`config.mk`:
```
export PLATFORM = sky130hd
export DESIGN_NAME = multiplexed_seven_segment_scanner
export DESIGN_NICKNAME = d
export VERILOG_FILES = /design/src/design/mss_pkg.sv /design/src/design/mss_regs.sv /design/src/design/mss_convert.sv /design/src/design/mss_store.sv /design/src/design/multiplexed_seven_segment_scanner.sv
export VERILOG_INCLUDE_DIRS = /design/src /design/src/design
export SDC_FILE = /design/constraint.sdc
export NUM_CORES = 1
export LEC_CHECK = 0
export BUFFER_PORTS_ARGS = -buffer_cell sky130_fd_sc_hd__buf_2
export CAP_MARGIN = 10
export CORE_MARGIN = 8
export CORE_UTILIZATION = 30
export DETAILED_ROUTE_END_ITERATION = 12
export GPL_TIMING_DRIVEN = 0
export PLACE_DENSITY = 0.55
export SLEW_MARGIN = 20
export SYNTH_ARGS = -nofsm -noshare
export SYNTH_HDL_FRONTEND = slang
export SYNTH_HIERARCHICAL = 1
export SYNTH_SLANG_ARGS = --single-unit
export TNS_END_PERCENT = 5
```
`constraint.sdc`:
```
create_clock -name clk_i -period 19 [get_ports clk_i]
set_clock_uncertainty 0.1 [all_clocks]
set_input_delay 1.9 -clock clk_i [delete_from_list [all_inputs] [get_ports clk_i]]
set_output_delay 1.9 -clock clk_i [all_outputs]
set_load 0.03 [all_outputs]
```
`src/design/multiplexed_seven_segment_scanner_defines.svh`:
```
// assertion macros shared by the scanner rtl
`ifndef MULTIPLEXED_SEVEN_SEGMENT_SCANNER_DEFINES_SVH
`define MULTIPLEXED_SEVEN_SEGMENT_SCANNER_DEFINES_SVH

// same-cycle implication
`define MSS_ASSERT_IMP(lbl, clk, rst_n, ante, cons, msg) \
  lbl: assert property (@(posedge clk) disable iff (!rst_n) (ante) |-> (cons)) \
    else $error(msg);

// next-cycle implication
`define MSS_ASSERT_NXT(lbl, clk, rst_n, ante, cons, msg) \
  lbl: assert property (@(posedge clk) disable iff (!rst_n) (ante) |=> (cons)) \
    else $error(msg);

`endif

```
`src/design/mss_pkg.sv`:
```
// types, constants and helpers of the seven-segment scanner
package mss_pkg;

  localparam int UNITS_DEFAULT       = 4;
  localparam int DIGIT_COUNT_DEFAULT = 4;

  localparam int DIG_W   = 4;
  localparam int VALUE_W = 24;
  localparam int DATA_W  = 16;
  localparam int POW_W   = 10;
  localparam int PROD_W  = VALUE_W + POW_W;
  localparam int FRAC_W  = 8;

  localparam logic [DIG_W-1:0] BLANK_CODE = 4'hF;

  // x / 10 == (x * 52429) >> 19 for every 16-bit x
  localparam logic [31:0] DIV10_MUL   = 32'd52429;
  localparam int          DIV10_SHIFT = 19;

  // command codes
  localparam logic CMD_TICK  = 1'b0;
  localparam logic CMD_WRITE = 1'b1;

  // register indexes
  localparam logic [1:0] REG_UNIT_ENABLE    = 2'd0;
  localparam logic [1:0] REG_REFRESH_PERIOD = 2'd1;
  localparam logic [1:0] REG_COMMON_ANODE   = 2'd2;

  typedef struct packed {
    logic        cmd;
    logic [1:0]  unit;
    logic [23:0] value;
    logic [1:0]  dot_position;
  } in_item_t;

  typedef struct packed {
    logic [1:0] shown_unit;
    logic [6:0] segments;
    logic       dot_level;
    logic [3:0] digit_enables;
    logic       last;
  } out_item_t;

  typedef struct packed {
    logic [3:0] unit_enable;
    logic [7:0] refresh_period;
    logic       common_anode;
  } cfg_t;

  function automatic logic [POW_W-1:0] pow10(input logic [1:0] dp);
    logic [POW_W-1:0] p;
    case (dp)
      2'd0:    p = 10'd1;
      2'd1:    p = 10'd10;
      2'd2:    p = 10'd100;
      default: p = 10'd1000;
    endcase
    return p;
  endfunction

  // segment pattern a..g, bit0 is a, blank codes give zero
  function automatic logic [6:0] seg_decode(input logic [DIG_W-1:0] d);
    logic [6:0] s;
    case (d)
      4'd0:    s = 7'h3F;
      4'd1:    s = 7'h06;
      4'd2:    s = 7'h5B;
      4'd3:    s = 7'h4F;
      4'd4:    s = 7'h66;
      4'd5:    s = 7'h6D;
      4'd6:    s = 7'h7D;
      4'd7:    s = 7'h07;
      4'd8:    s = 7'h7F;
      4'd9:    s = 7'h6F;
      default: s = 7'h00;
    endcase
    return s;
  endfunction

endpackage

```
`src/design/mss_regs.sv`:
```
// apb configuration registers of the scanner
module mss_regs (
  input  logic             clk_i,
  input  logic             rst_ni,
  input  logic             psel,
  input  logic             penable,
  input  logic             pwrite,
  input  logic [3:0]       paddr,
  input  logic [31:0]      pwdata,
  output logic [31:0]      prdata,
  output logic             pready,
  output mss_pkg::cfg_t    cfg_o
);

  mss_pkg::cfg_t cfg_q, cfg_d;
  logic [1:0]    reg_idx;
  logic          wr_en;

  assign reg_idx = paddr[3:2];
  assign wr_en   = psel & penable & pwrite;
  assign pready  = 1'b1;

  always_comb begin
    cfg_d = cfg_q;
    if (wr_en) begin
      case (reg_idx)
        mss_pkg::REG_UNIT_ENABLE:    cfg_d.unit_enable    = pwdata[3:0];
        mss_pkg::REG_REFRESH_PERIOD: cfg_d.refresh_period = pwdata[7:0];
        mss_pkg::REG_COMMON_ANODE:   cfg_d.common_anode   = pwdata[0];
        default: ;
      endcase
    end
  end

  always_ff @(posedge clk_i or negedge rst_ni) begin
    if (!rst_ni) begin
      cfg_q.unit_enable    <= 4'd0;
      cfg_q.refresh_period <= 8'd4;
      cfg_q.common_anode   <= 1'b0;
    end else begin
      cfg_q <= cfg_d;
    end
  end

  always_comb begin
    case (reg_idx)
      mss_pkg::REG_UNIT_ENABLE:    prdata = {28'd0, cfg_q.unit_enable};
      mss_pkg::REG_REFRESH_PERIOD: prdata = {24'd0, cfg_q.refresh_period};
      mss_pkg::REG_COMMON_ANODE:   prdata = {31'd0, cfg_q.common_anode};
      default:                     prdata = 32'd0;
    endcase
  end

  assign cfg_o = cfg_q;

endmodule

```
`src/design/mss_convert.sv`:
```
// scaling and digit-serial decimal conversion of a written value
module mss_convert #(
  parameter int DIGIT_COUNT = mss_pkg::DIGIT_COUNT_DEFAULT,
  localparam int IDX_W = $clog2(DIGIT_COUNT)
) (
  input  logic                      clk_i,
  input  logic                      rst_ni,
  input  logic                      start_i,
  input  logic [mss_pkg::VALUE_W-1:0] value_i,
  input  logic [1:0]                dot_i,
  output logic                      dig_we_o,
  output logic [IDX_W-1:0]          dig_idx_o,
  output logic [mss_pkg::DIG_W-1:0] dig_data_o,
  output logic                      done_o
);

  typedef enum logic [1:0] {C_IDLE, C_SAT, C_DIG} conv_state_e;

  conv_state_e                      state_q;
  logic [mss_pkg::PROD_W-1:0]       prod_q;
  logic [mss_pkg::DATA_W-1:0]       data_q;
  logic [IDX_W-1:0]                 k_q;

  logic [mss_pkg::PROD_W-mss_pkg::FRAC_W-1:0] scaled;
  logic [mss_pkg::DATA_W-1:0]       quot;
  logic [mss_pkg::DATA_W-1:0]       quot_x10;
  logic [mss_pkg::DATA_W-1:0]       rem_full;
  logic                             k_last;

  assign scaled   = prod_q[mss_pkg::PROD_W-1:mss_pkg::FRAC_W];
  assign quot     = mss_pkg::DATA_W'((32'(data_q) * mss_pkg::DIV10_MUL) >> mss_pkg::DIV10_SHIFT);
  assign quot_x10 = mss_pkg::DATA_W'({quot, 3'b000}) + mss_pkg::DATA_W'({quot, 1'b0});
  assign rem_full = data_q - quot_x10;
  assign k_last   = (k_q == IDX_W'(DIGIT_COUNT - 1));

  assign dig_we_o   = (state_q == C_DIG);
  assign dig_idx_o  = k_q;
  assign dig_data_o = (data_q != '0) ? rem_full[mss_pkg::DIG_W-1:0] : mss_pkg::BLANK_CODE;
  assign done_o     = (state_q == C_DIG) && k_last;

  always_ff @(posedge clk_i or negedge rst_ni) begin
    if (!rst_ni) begin
      state_q <= C_IDLE;
      k_q     <= '0;
    end else begin
      case (state_q)
        C_IDLE: begin
          if (start_i) begin
            state_q <= C_SAT;
          end
        end
        C_SAT: begin
          k_q     <= '0;
          state_q <= C_DIG;
        end
        C_DIG: begin
          if (k_last) begin
            state_q <= C_IDLE;
          end else begin
            k_q <= k_q + IDX_W'(1);
          end
        end
        default: state_q <= C_IDLE;
      endcase
    end
  end

  // datapath, no reset needed
  always_ff @(posedge clk_i) begin
    if (start_i && (state_q == C_IDLE)) begin
      prod_q <= mss_pkg::PROD_W'(value_i) * mss_pkg::PROD_W'(mss_pkg::pow10(dot_i));
    end
    if (state_q == C_SAT) begin
      // saturate to 16 bits
      data_q <= (|scaled[$bits(scaled)-1:mss_pkg::DATA_W]) ? '1 : scaled[mss_pkg::DATA_W-1:0];
    end else if (state_q == C_DIG) begin
      data_q <= quot;
    end
  end

endmodule

```
`src/design/mss_store.sv`:
```
// digit memory and per-unit state memory with reset valid bits
module mss_store #(
  parameter int UNITS       = mss_pkg::UNITS_DEFAULT,
  parameter int DIGIT_COUNT = mss_pkg::DIGIT_COUNT_DEFAULT,
  localparam int UW    = (UNITS > 1) ? $clog2(UNITS) : 1,
  localparam int IDX_W = $clog2(DIGIT_COUNT)
) (
  input  logic                      clk_i,
  input  logic                      rst_ni,
  // unit state port: {dot, scan index}
  input  logic                      ust_re_i,
  input  logic [UW-1:0]             ust_raddr_i,
  output logic [2*IDX_W-1:0]        ust_rdata_o,
  input  logic                      ust_we_i,
  input  logic [UW-1:0]             ust_waddr_i,
  input  logic [2*IDX_W-1:0]        ust_wdata_i,
  // digit port
  input  logic                      dig_re_i,
  input  logic [UW-1:0]             dig_runit_i,
  input  logic [IDX_W-1:0]          dig_ridx_i,
  output logic [mss_pkg::DIG_W-1:0] dig_rdata_o,
  input  logic                      dig_we_i,
  input  logic [UW-1:0]             dig_wunit_i,
  input  logic [IDX_W-1:0]          dig_widx_i,
  input  logic [mss_pkg::DIG_W-1:0] dig_wdata_i
);

  logic [2*IDX_W-1:0]        ust_mem_q [UNITS];
  logic [mss_pkg::DIG_W-1:0] dig_mem_q [UNITS][DIGIT_COUNT];

  logic [UNITS-1:0]          ust_vld_q;
  logic [UNITS-1:0]          row_vld_q;
  logic [2*IDX_W-1:0]        ust_rd_q;
  logic [mss_pkg::DIG_W-1:0] dig_rd_q;
  logic                      ust_rd_vld_q;
  logic                      dig_rd_vld_q;

  always_ff @(posedge clk_i) begin
    if (ust_we_i) begin
      ust_mem_q[ust_waddr_i] <= ust_wdata_i;
    end
    if (ust_re_i) begin
      ust_rd_q <= ust_mem_q[ust_raddr_i];
    end
  end

  always_ff @(posedge clk_i) begin
    if (dig_we_i) begin
      dig_mem_q[dig_wunit_i][dig_widx_i] <= dig_wdata_i;
    end
    if (dig_re_i) begin
      dig_rd_q <= dig_mem_q[dig_runit_i][dig_ridx_i];
    end
  end

  // never-written entries read as zero
  always_ff @(posedge clk_i or negedge rst_ni) begin
    if (!rst_ni) begin
      ust_vld_q    <= '0;
      row_vld_q    <= '0;
      ust_rd_vld_q <= 1'b0;
      dig_rd_vld_q <= 1'b0;
    end else begin
      if (ust_we_i) begin
        ust_vld_q[ust_waddr_i] <= 1'b1;
      end
      if (dig_we_i) begin
        row_vld_q[dig_wunit_i] <= 1'b1;
      end
      if (ust_re_i) begin
        ust_rd_vld_q <= ust_vld_q[ust_raddr_i];
      end
      if (dig_re_i) begin
        dig_rd_vld_q <= row_vld_q[dig_runit_i];
      end
    end
  end

  assign ust_rdata_o = ust_rd_vld_q ? ust_rd_q : '0;
  assign dig_rdata_o = dig_rd_vld_q ? dig_rd_q : '0;

endmodule

```
`src/design/multiplexed_seven_segment_scanner.sv`:
```
// top level of the multiplexed seven-segment scanner
//
// Drives up to UNITS multiplexed seven-segment units of DIGIT_COUNT digits.
// A write beat (cmd = write) converts an unsigned Q16.8 value for one unit:
// it is scaled by ten to the dot position, truncated, saturated to 16 bits
// and stored as decimal digits with leading zeros blanked. It occupies the
// block for the scaling multiply, then saturation, then one step per digit
// from the digit-serial divide-by-ten unit, which writes one digit memory
// entry a cycle. A tick beat that does not end the refresh count only
// decrements it. A tick that ends it starts a scan step, which an output
// stall can lengthen: each unit needs a read of the unit state memory, then
// a read of the digit memory at its scan index, then a result beat, all
// through single read ports. Results leave through an output register, so
// the last beat of a scan may wait there while the next item is taken.
// Reset values come from per-row valid bits, so no clearing pass follows reset.

`include "multiplexed_seven_segment_scanner_defines.svh"

module multiplexed_seven_segment_scanner #(
  parameter int UNITS       = mss_pkg::UNITS_DEFAULT,
  parameter int DIGIT_COUNT = mss_pkg::DIGIT_COUNT_DEFAULT
) (
  input  logic               clk_i,
  input  logic               rst_ni,
  // item channel
  input  logic               in_valid_i,
  output logic               in_stall_o,
  input  mss_pkg::in_item_t  in_data_i,
  // result channel
  output logic               out_valid_o,
  input  logic               out_stall_i,
  output mss_pkg::out_item_t out_data_o,
  // configuration port
  input  logic               psel,
  input  logic               penable,
  input  logic               pwrite,
  input  logic [3:0]         paddr,
  input  logic [31:0]        pwdata,
  output logic [31:0]        prdata,
  output logic               pready
);

  localparam int UW    = (UNITS > 1) ? $clog2(UNITS) : 1;
  localparam int IDX_W = $clog2(DIGIT_COUNT);

  typedef enum logic [2:0] {ST_IDLE, ST_WRITE, ST_RD_UNIT, ST_RD_DIGIT, ST_OUT} state_e;

  state_e             state_q;
  logic [UW-1:0]      unit_q;     // unit being written
  logic [UW-1:0]      scan_u_q;   // unit being scanned
  logic [7:0]         refresh_cnt_q;
  logic               out_valid_q;
  mss_pkg::out_item_t out_q;

  mss_pkg::cfg_t      cfg;

  // handshakes
  logic in_accept;
  logic out_take;
  logic out_load;

  // write path
  logic               wr_hit;
  logic               dot_ok;
  logic [1:0]         dot_s;
  logic               conv_start;
  logic               conv_we;
  logic [IDX_W-1:0]   conv_idx;
  logic [mss_pkg::DIG_W-1:0] conv_data;
  logic               conv_done;

  // memory ports
  logic               ust_we;
  logic [UW-1:0]      ust_waddr;
  logic [2*IDX_W-1:0] ust_wdata;
  logic [2*IDX_W-1:0] ust_rdata;
  logic [mss_pkg::DIG_W-1:0] dig_rdata;

  // scan datapath
  logic [IDX_W-1:0]       cur_idx;
  logic [IDX_W-1:0]       cur_dot;
  logic [IDX_W-1:0]       nxt_idx;
  logic [3:0]             u_ext;
  logic                   unit_on;
  logic                   dot_on;
  logic                   scan_last;
  logic [DIGIT_COUNT-1:0] onehot;
  logic [DIGIT_COUNT-1:0] en_vec;
  mss_pkg::out_item_t     out_d;

  mss_regs u_regs (
    .clk_i   (clk_i),
    .rst_ni  (rst_ni),
    .psel    (psel),
    .penable (penable),
    .pwrite  (pwrite),
    .paddr   (paddr),
    .pwdata  (pwdata),
    .prdata  (prdata),
    .pready  (pready),
    .cfg_o   (cfg)
  );

  // only idle takes an item; a pending result beat does not block it
  assign in_stall_o = (state_q != ST_IDLE);
  assign in_accept  = in_valid_i & ~in_stall_o;
  assign out_take   = out_valid_q & ~out_stall_i;
  assign out_load   = (state_q == ST_OUT) && (!out_valid_q || !out_stall_i);

  // writes to units that do not exist are dropped
  assign wr_hit     = (in_data_i.cmd == mss_pkg::CMD_WRITE) && (32'(in_data_i.unit) < UNITS);
  // dot outside 1..DIGIT_COUNT-1 means no dot and no scaling
  assign dot_ok     = (in_data_i.dot_position != 2'd0) &&
                      (32'(in_data_i.dot_position) <= DIGIT_COUNT - 1);
  assign dot_s      = dot_ok ? in_data_i.dot_position : 2'd0;
  assign conv_start = in_accept && wr_hit;

  mss_convert #(
    .DIGIT_COUNT (DIGIT_COUNT)
  ) u_convert (
    .clk_i      (clk_i),
    .rst_ni     (rst_ni),
    .start_i    (conv_start),
    .value_i    (in_data_i.value),
    .dot_i      (dot_s),
    .dig_we_o   (conv_we),
    .dig_idx_o  (conv_idx),
    .dig_data_o (conv_data),
    .done_o     (conv_done)
  );

  // unit state entry is {dot, scan index}
  assign cur_dot = ust_rdata[2*IDX_W-1:IDX_W];
  assign cur_idx = ust_rdata[IDX_W-1:0];
  assign nxt_idx = (cur_idx == IDX_W'(DIGIT_COUNT - 1)) ? '0 : cur_idx + IDX_W'(1);

  // a write clears the scan index; a shown unit advances it
  always_comb begin
    ust_we    = 1'b0;
    ust_waddr = scan_u_q;
    ust_wdata = {cur_dot, nxt_idx};
    if (conv_start) begin
      ust_we    = 1'b1;
      ust_waddr = UW'(in_data_i.unit);
      ust_wdata = {IDX_W'(dot_s), IDX_W'(0)};
    end else if (out_load && unit_on) begin
      ust_we    = 1'b1;
    end
  end

  mss_store #(
    .UNITS       (UNITS),
    .DIGIT_COUNT (DIGIT_COUNT)
  ) u_store (
    .clk_i       (clk_i),
    .rst_ni      (rst_ni),
    .ust_re_i    (state_q == ST_RD_UNIT),
    .ust_raddr_i (scan_u_q),
    .ust_rdata_o (ust_rdata),
    .ust_we_i    (ust_we),
    .ust_waddr_i (ust_waddr),
    .ust_wdata_i (ust_wdata),
    .dig_re_i    (state_q == ST_RD_DIGIT),
    .dig_runit_i (scan_u_q),
    .dig_ridx_i  (cur_idx),
    .dig_rdata_o (dig_rdata),
    .dig_we_i    (conv_we),
    .dig_wunit_i (unit_q),
    .dig_widx_i  (conv_idx),
    .dig_wdata_i (conv_data)
  );

  // only the four units with an enable bit can be shown
  assign u_ext     = 4'(scan_u_q);
  assign unit_on   = (u_ext < 4'd4) && cfg.unit_enable[u_ext[1:0]];
  assign scan_last = (scan_u_q == UW'(UNITS - 1));
  assign dot_on    = unit_on && (cur_dot == cur_idx) && (cur_idx != '0);
  assign onehot    = DIGIT_COUNT'(1) << cur_idx;

  always_comb begin
    if (unit_on) begin
      en_vec = cfg.common_anode ? onehot : ~onehot;
    end else begin
      en_vec = cfg.common_anode ? '0 : '1;
    end
  end

  always_comb begin
    out_d.shown_unit    = u_ext[1:0];
    out_d.segments      = unit_on ? mss_pkg::seg_decode(dig_rdata) : 7'd0;
    out_d.dot_level     = cfg.common_anode ? ~dot_on : dot_on;
    out_d.digit_enables = 4'(en_vec);
    out_d.last          = scan_last;
  end

  // main sequencer with the result register
  always_ff @(posedge clk_i or negedge rst_ni) begin
    if (!rst_ni) begin
      state_q       <= ST_IDLE;
      unit_q        <= '0;
      scan_u_q      <= '0;
      refresh_cnt_q <= 8'd0;
      out_valid_q   <= 1'b0;
      out_q         <= '0;
    end else begin
      if (out_load) begin
        out_valid_q <= 1'b1;
        out_q       <= out_d;
      end else if (out_take) begin
        out_valid_q <= 1'b0;
      end
      case (state_q)
        ST_IDLE: begin
          if (in_accept) begin
            if (in_data_i.cmd == mss_pkg::CMD_WRITE) begin
              if (wr_hit) begin
                unit_q  <= UW'(in_data_i.unit);
                state_q <= ST_WRITE;
              end
            end else if (refresh_cnt_q != 8'd0) begin
              refresh_cnt_q <= refresh_cnt_q - 8'd1;
            end else begin
              // count ran out: reload and walk all units
              refresh_cnt_q <= cfg.refresh_period;
              scan_u_q      <= '0;
              state_q       <= ST_RD_UNIT;
            end
          end
        end
        ST_WRITE: begin
          if (conv_done) begin
            state_q <= ST_IDLE;
          end
        end
        ST_RD_UNIT:  state_q <= ST_RD_DIGIT;
        ST_RD_DIGIT: state_q <= ST_OUT;
        ST_OUT: begin
          if (out_load) begin
            if (scan_last) begin
              state_q <= ST_IDLE;
            end else begin
              scan_u_q <= scan_u_q + UW'(1);
              state_q  <= ST_RD_UNIT;
            end
          end
        end
        default: state_q <= ST_IDLE;
      endcase
    end
  end

  assign out_valid_o = out_valid_q;
  assign out_data_o  = out_q;

  // a write to an existing unit leaves idle for the conversion
  `MSS_ASSERT_NXT(a_write_starts, clk_i, rst_ni, (conv_start), (state_q == ST_WRITE), "write did not start conversion")
  // a tick that does not end the count decrements it
  `MSS_ASSERT_NXT(a_tick_counts, clk_i, rst_ni, (in_accept && (in_data_i.cmd == mss_pkg::CMD_TICK) && (refresh_cnt_q != 8'd0)), (refresh_cnt_q == $past(refresh_cnt_q) - 8'd1), "refresh count did not decrement")
  // a blocked result beat keeps the sequencer waiting
  `MSS_ASSERT_NXT(a_out_waits, clk_i, rst_ni, ((state_q == ST_OUT) && out_valid_q && out_stall_i), ((state_q == ST_OUT) && out_valid_q), "scan advanced over a pending beat")
  // the final unit of a scan returns the block to idle
  `MSS_ASSERT_NXT(a_last_idle, clk_i, rst_ni, (out_load && scan_last), (state_q == ST_IDLE), "scan did not end after final unit")
  // digit writes only happen during a write item
  `MSS_ASSERT_IMP(a_dig_we_write, clk_i, rst_ni, (conv_we), (state_q == ST_WRITE), "digit write outside write item")

endmodule
```
; After elaboration in Yosys (flattened, before gate mapping)
; Memories as Yosys holds them, arrays and structs flattened. A register that Yosys moved wholly into a read port is not among the register bits.
; Index checks and enable logic that the tools add are counted.
[totals]
register_bits = 112
romBits = 112
latch_bits = 0
memories = 3
inputBits = 72
ramBits = 80
output_inout_bits = 50
[mem_list]
columns = name, depth, word_bits, read_ports, rd_clocked_by_memory_dff, wr, line
row1 = (no name shown), 16, 7, 1, 0, 0, mss_pkg.sv:64  ; case (d)
row2 = u_store.dig_mem_q, 4, 16, 1, 0, 1, mss_store.sv:29  ; logic [mss_pkg::DIG_W-1:0] dig_mem_q [UNITS][DIGIT_COUNT];
row3 = u_store.ust_mem_q, 4, 4, 1, 1, 1, mss_store.sv:28  ; logic [2*IDX_W-1:0] ust_mem_q [UNITS];
[op_classes]
mux = 60
shift = 1
div = 0
n_bitwise = 13
add_sub_neg = 6
multipliers = 2
n_lt_le_gt_ge = 9
eq_ne = 24
reduce_logical = 36
[ops]
columns = operator, count
row1 = 16-bit 2-to-1 mux, 4
row2 = 4-bit 2-to-1 mux, 10
row3 = 24-bit by 10-bit multiplier with 34-bit output, 1
row4 = 16-bit by 16-bit multiplier with 32-bit output (second input constant), 1
row5 = 10-bit case mux with 3 select lines, 1
row6 = 2-bit 2-to-1 mux, 12
row7 = 8-bit case mux with 3 select lines, 1
row8 = 16-bit nonzero test, 1
row9 = 3-bit 2-to-1 mux, 5
row10 = 3-bit case mux with 5 select lines, 1
row11 = 2-bit inequality test (second input constant), 7
row12 = 1-bit 2-to-1 mux, 13
row13 = 2-bit equality test (second input constant), 6
row14 = 2-bit by 3-bit < comparator with 1-bit output (second input constant), 4
row15 = 1-bit logical AND, 11
row16 = 10-bit 2-to-1 mux, 1
row17 = 2-bit AND reduction, 5
row18 = 2-bit nonzero test, 5
row19 = 10-bit OR reduction, 1
row20 = 4-bit binary-select mux with 2-bit select, 1
row21 = 4-bit demux with 2-bit select, 1
row22 = 8-bit 2-to-1 mux, 1
row23 = 4-bit OR, 2
row24 = 2-bit case mux with 2 select lines, 2
row25 = 32 further kinds, 54

; Longest topological paths before layout
[logic_depth]
depth_word = 10
mapped_depth = 24

; By module
; The synthesis kept the hierarchy.
[by_module_without_submodules]
columns = module, cells_each, instances, seq_area_each_um2, area_per_inst_um2
row1 = mss_convert, 1368, 1, 1361.3, 13005.0
row2 = mss_store, 192, 1, 2892.8, 3873.7
row3 = multiplexed_seven_segment_scanner, 212, 1, 775.7, 1929.4
row4 = mss_regs, 73, 1, 326.6, 822.0

; Worst setup path before layout
; Ideal clock, no wire load.
[synth_path]
kind = input -> register
startpoint = in in_data_i[0] in the netlist's numbering
endpoint = reg u_convert/prod_q[24] in the netlist's numbering (data pin)
cell_stages = 23
setup_ns = 0.135
n_path_buf = 3
path_slack_ns = 11.179
t_arrival_ns = 7.586
path_cell_list = clkbuf_1 clkbuf_1 clkbuf_1 nand2_1 or2_2 fa_1 inv_1 fa_1 fa_1 fa_1 inv_1 fa_1 inv_1 ha_1 nand2_1 nor2_1 a21o_1 nand2_1 o211ai_2 a2111oi_4 o31ai_1 or4b_1 nand3_1
[synth_via]
elab_chain_len = 6
word_cells_on_any_way = 8
cone_classes = 1 x mul / 2 x eq/ne / 3 x mux / 2 x reduce/logical
[synth_rtl]
columns = item, line
row1 = "start, declared", multiplexed_seven_segment_scanner.sv:28  ; input mss_pkg::in_item_t in_data_i,
row2 = 2-bit nonzero test, multiplexed_seven_segment_scanner.sv:113  ; assign dot_ok = (in_data_i.dot_position != 2'd0) &&
row3 = 2-bit 2-to-1 mux (*), multiplexed_seven_segment_scanner.sv:115  ; assign dot_s = dot_ok ? in_data_i.dot_position : 2'd0;
row4 = "2-bit equality test, or another cell as far along", mss_pkg.sv:52  ; case (dp)
row5 = 10-bit case mux with 3 select lines (*), mss_pkg.sv:52
row6 = 10-bit 2-to-1 mux (*), mss_convert.sv:70  ; if (start_i && (state_q == C_IDLE)) begin
row7 = 24-bit by 10-bit multiplier with 34-bit output (*), mss_convert.sv:71  ; prod_q <= mss_pkg::PROD_W'(value_i) * mss_pkg::PROD_W'(mss_pkg::pow10(dot_i));
row8 = "end signal, assigned", mss_convert.sv:71
row9 = "end, declared", mss_convert.sv:20  ; logic [mss_pkg::PROD_W-1:0] prod_q;
; Every way passes the cells marked *; elsewhere a longest branch is shown, timed or not. The select of a mux whose other input is x is not followed.
; A chain may end at the register's enable or synchronous reset.

; Worst setup path in the final report
[layout_path]
startpoint = in in_data_i[0] in the netlist's numbering
endpoint = reg u_convert/prod_q[33] in the netlist's numbering (data pin)
[layout_via]
elab_chain_len = 6
word_cells_on_any_way = 8
cone_classes = 1 x mul / 2 x eq/ne / 3 x mux / 2 x reduce/logical
[layout_rtl]
columns = item, line
row1 = 2-bit nonzero test, multiplexed_seven_segment_scanner.sv:113
row2 = 2-bit 2-to-1 mux (*), multiplexed_seven_segment_scanner.sv:115
row3 = named net dot_s[0], multiplexed_seven_segment_scanner.sv:65  ; logic [1:0] dot_s;
row4 = "2-bit equality test, or another cell as far along", mss_pkg.sv:52
row5 = 10-bit case mux with 3 select lines (*), mss_pkg.sv:52
row6 = 10-bit 2-to-1 mux (*), mss_convert.sv:70
row7 = 24-bit by 10-bit multiplier with 34-bit output (*), mss_convert.sv:71
; The timed path passes the listed nets; every way through them passes the cells marked *. The select of a mux whose other input is x is not followed.

==> impl_results.md <==
* Starting Density at a little under a third
* First-pass GRT wire length at roughly 70 mm
* CORE AREA at 0.06458 mm2
* Reg area at roughly 0.0054 mm2
* Initial DRC Count at around 580
* Most common cell in the netlist: inv_1
* Finish-stage setup viols at 0
* CTS Hold Buffers Added at 0
* Largest net degree at the start of global routing at 37
* Clk buf depth at 2
* Postcts setup bufs at 0
* Worst path max stage delay at 540 ps
* Fmax at 114.3 MHz
* Die W at 271.8 um
* Synthesized flop and latch total at around 190
* EDFF count, synth at 130
* Mapped Area at roughly 0.020 mm2
* Area share of the largest cell type after synthesis at 22.23%
* Top post-synthesis cells by area: fa_1 (22%), edfxtp_1 (20%), ha_1 (16%)
* Die height at roughly 270 um
* Cells along the critical path: buf_2 -> clkbuf_1 -> clkbuf_1 -> clkbuf_1 -> nand2_1 -> or2_2 -> fa_1 -> inv_1 -> fa_1 -> fa_1 -> fa_1 -> inv_1 -> fa_1 -> inv_1 -> ha_1 -> o21ai_0 -> a21oi_1 -> a221o_1 -> a31oi_2 -> a21oi_2 -> nor3_2 -> nor3_1 -> a2111oi_2 -> xnor2_1
* Critical path buffer and inverter count at 7
* Via density at roughly 4.5
* Hold WC Path Type: register to register
* IO buf count at between 60 and 70
* Crit. End Element: register
* Synth Area per Inst at 10.64 um2
* Post-Syn Instances at 1845
* Worst rel slew slack at 42.95%
* I/O pin count at 122
* Outcome: finished clean
* Gpl congestion at approximately 0.9
* DRC at 0
* GRT Util Overall at 11.76%
* Worst R2R Start: u_convert/data_q[3]
* Layout Nets at 2492
* Critical path fanouts, max at 10
* Final WL at approximately 43 mm
* Antenna viol nets, final at 0
* Worst skew pair latency at 430 ps
* TritonCTS Buffers at 17
* Slew Limit Fails at 0
* Hpwl dp at between 30 and 40 mm
* Ratio of cells with drive above 1 in the final layout at between 10% and 20%
* Synth Flop Type: edfxtp_1
* Seq/Total Area, Yosys at between 20% and 30%
* Cell count of the worst reg-to-reg path at 21
* Slew @ Worst Pin at about 850 ps
* Critical path origin: in_data_i[0]
* Overflow after GRT at 0
* Largest delay share family, worst path: adder cells
* Die area at 0.07388 mm2
* Area grow syn2layout at 10.63%
* CP Class: input port to register
* Routed len/inst at approximately 15 um
* Final Hold Fails at 0
* Biggest area consumer among synthesized cells: fa_1
* CTS tree: built
* Period utilization at 46.03%
* CP startpoint kind: input port
* Crit-path most repeated cell: fa_1
* Resized Gates After CTS at 0
* Required time worst endpoint at 19070 ps
* Clk slew on worst S/H paths at 70 ps
* Syn. warnings at 6
* Filler instances at about 6500
* CP max-delay cell: clkbuf_1
* Initial antenna violation count at 0
* RSZ-0062 raised after global routing: no
* Drt first pass iters at 7
* Crit path arrival time at around 8800 ps
* Top cells by count, synth: inv_1 (374), ha_1 (251), fa_1 (218)
* Final setup TNS at 0 ps
* Hold path depth at 1
* Crit. path cell count at 24
* MaxCap Viol Count at 0
* Async SR Flop Fraction at 30.85%
* Via count of the routed design at roughly 13000
* Vias in the first global route at between 10000 and 15000
* Clock sink count at 188
* CTS root buf: clkbuf_16
* Hold Path Origin: u_store/ust_vld_q[1]
* Multi-input gate area at between 0.01 and 0.015 mm2
* Synth cell types at a little over 80
* Tmin final at 8746 ps
* CTS HTree Levels at 4
* # rows at between 90 and 100
==> layout make-up <==
class / count / area share (%)
multi-input combinational: 1233 / 57.79
sequential: 188 / 24.66
inverter: 374 / 6.464
tap: 855 / 4.926
clock buffer: 18 / 1.976
buffer: 73 / 1.890
timing repair buffer: 64 / 1.556
clock inverter: 14 / 0.7202
antenna: 1 / 0.01152
==> through the flow <==
| stage | hold slack, ps | instances | worst slack, ps | cell area (um2) | utilization, % |
|---|---|---|---|---|---|
| 2_1_floorplan | 320.5 | 1868 | 11180 | 19720 | - |
| 3_3_place_gp | 344.4 | 2786 | 9884 | 21100 | 32.67 |
| 3_5_place_dp | 347.6 | 2787 | 9820 | 21130 | 32.72 |
| 4_1_cts | 364.3 | 2819 | 10270 | 21710 | 33.62 |
| 5_1_grt | 375.0 | 2819 | 9895 | 21710 | 33.62 |
| 6_report | 367.0 | 2820 | 10250 | 21720 | 33.63 |
==> layout by cell type (no fill, tap or decap), drive strengths merged, types with 19 or more instances in the layout <==
cell type / count
and2: 59
fa: 218
o21ai: 56
edfxtp: 130
or2: 22
xnor2: 41
buf: 103
a21oi: 38
dfrtp: 57
nor3: 25
mux4: 23
nand2: 142
clkbuf: 52
xor2: 19
nor2: 79
conb: 25
nand3: 36
mux2: 21
ha: 251
inv: 381
==> sequential cells by signal (all words and copies together), names as in the netlist <==
| signal | flops |
|---|---|
| u_convert/dig_idx_o | 2 |
| u_store/ust_mem_q | 16 |
| u_store/dig_rd_q | 4 |
| u_store/dig_rd_vld_q | 1 |
| refresh_cnt_q | 8 |
| state_q | 3 |
| unit_q | 2 |
| u_store/ust_vld_q | 4 |
| u_regs/cfg_o | 13 |
| u_convert/state_q | 2 |
| u_store/row_vld_q | 4 |
| u_store/ust_rd_vld_q | 1 |
| scan_u_q | 2 |
| u_convert/data_q | 16 |
| out_data_o | 15 |
| out_valid_o | 1 |
| u_convert/prod_q | 26 |
| u_store/dig_mem_q | 64 |
| u_store/ust_rd_q | 4 |
==> metal layers <==
metal	wire length, um	GRT usage, %
met5	0	0
met4	685	2.564
met3	1482	1.627
met2	21060	20.66
met1	19680	15.28
==> logic make-up after synthesis <==
group | count (synthesis) | synth area share [%]
fa+ha+maj | 469 | 38.23
buf+inv | 447 | 9.242
simple gates | 436 | 11.43
compound gates | 191 | 6.540
flops | 188 | 27.29
xor+xnor | 60 | 2.677
mux | 52 | 4.557
other cells | 2 | 0.03826
==> worst paths after layout <==
| check | to | slack (ps) |
|---|---|---|
| worst max-delay path | u_convert/prod_q[33] | 10250 |
| worst min-delay path | u_store/ust_vld_q[1] | 370 |
| worst max register to register | u_store/dig_mem_q[3][7] | 11980 |
| worst min register to register | u_store/ust_vld_q[1] | 370 |
| max in group asynchronous | u_regs/cfg_o[3] | 16960 |
| min in group asynchronous | refresh_cnt_q[5] | 1270 |
Power is left out: the tool's default activity adds up to more than one toggle a clock period on the data nets, which glitch-free logic cannot reach.
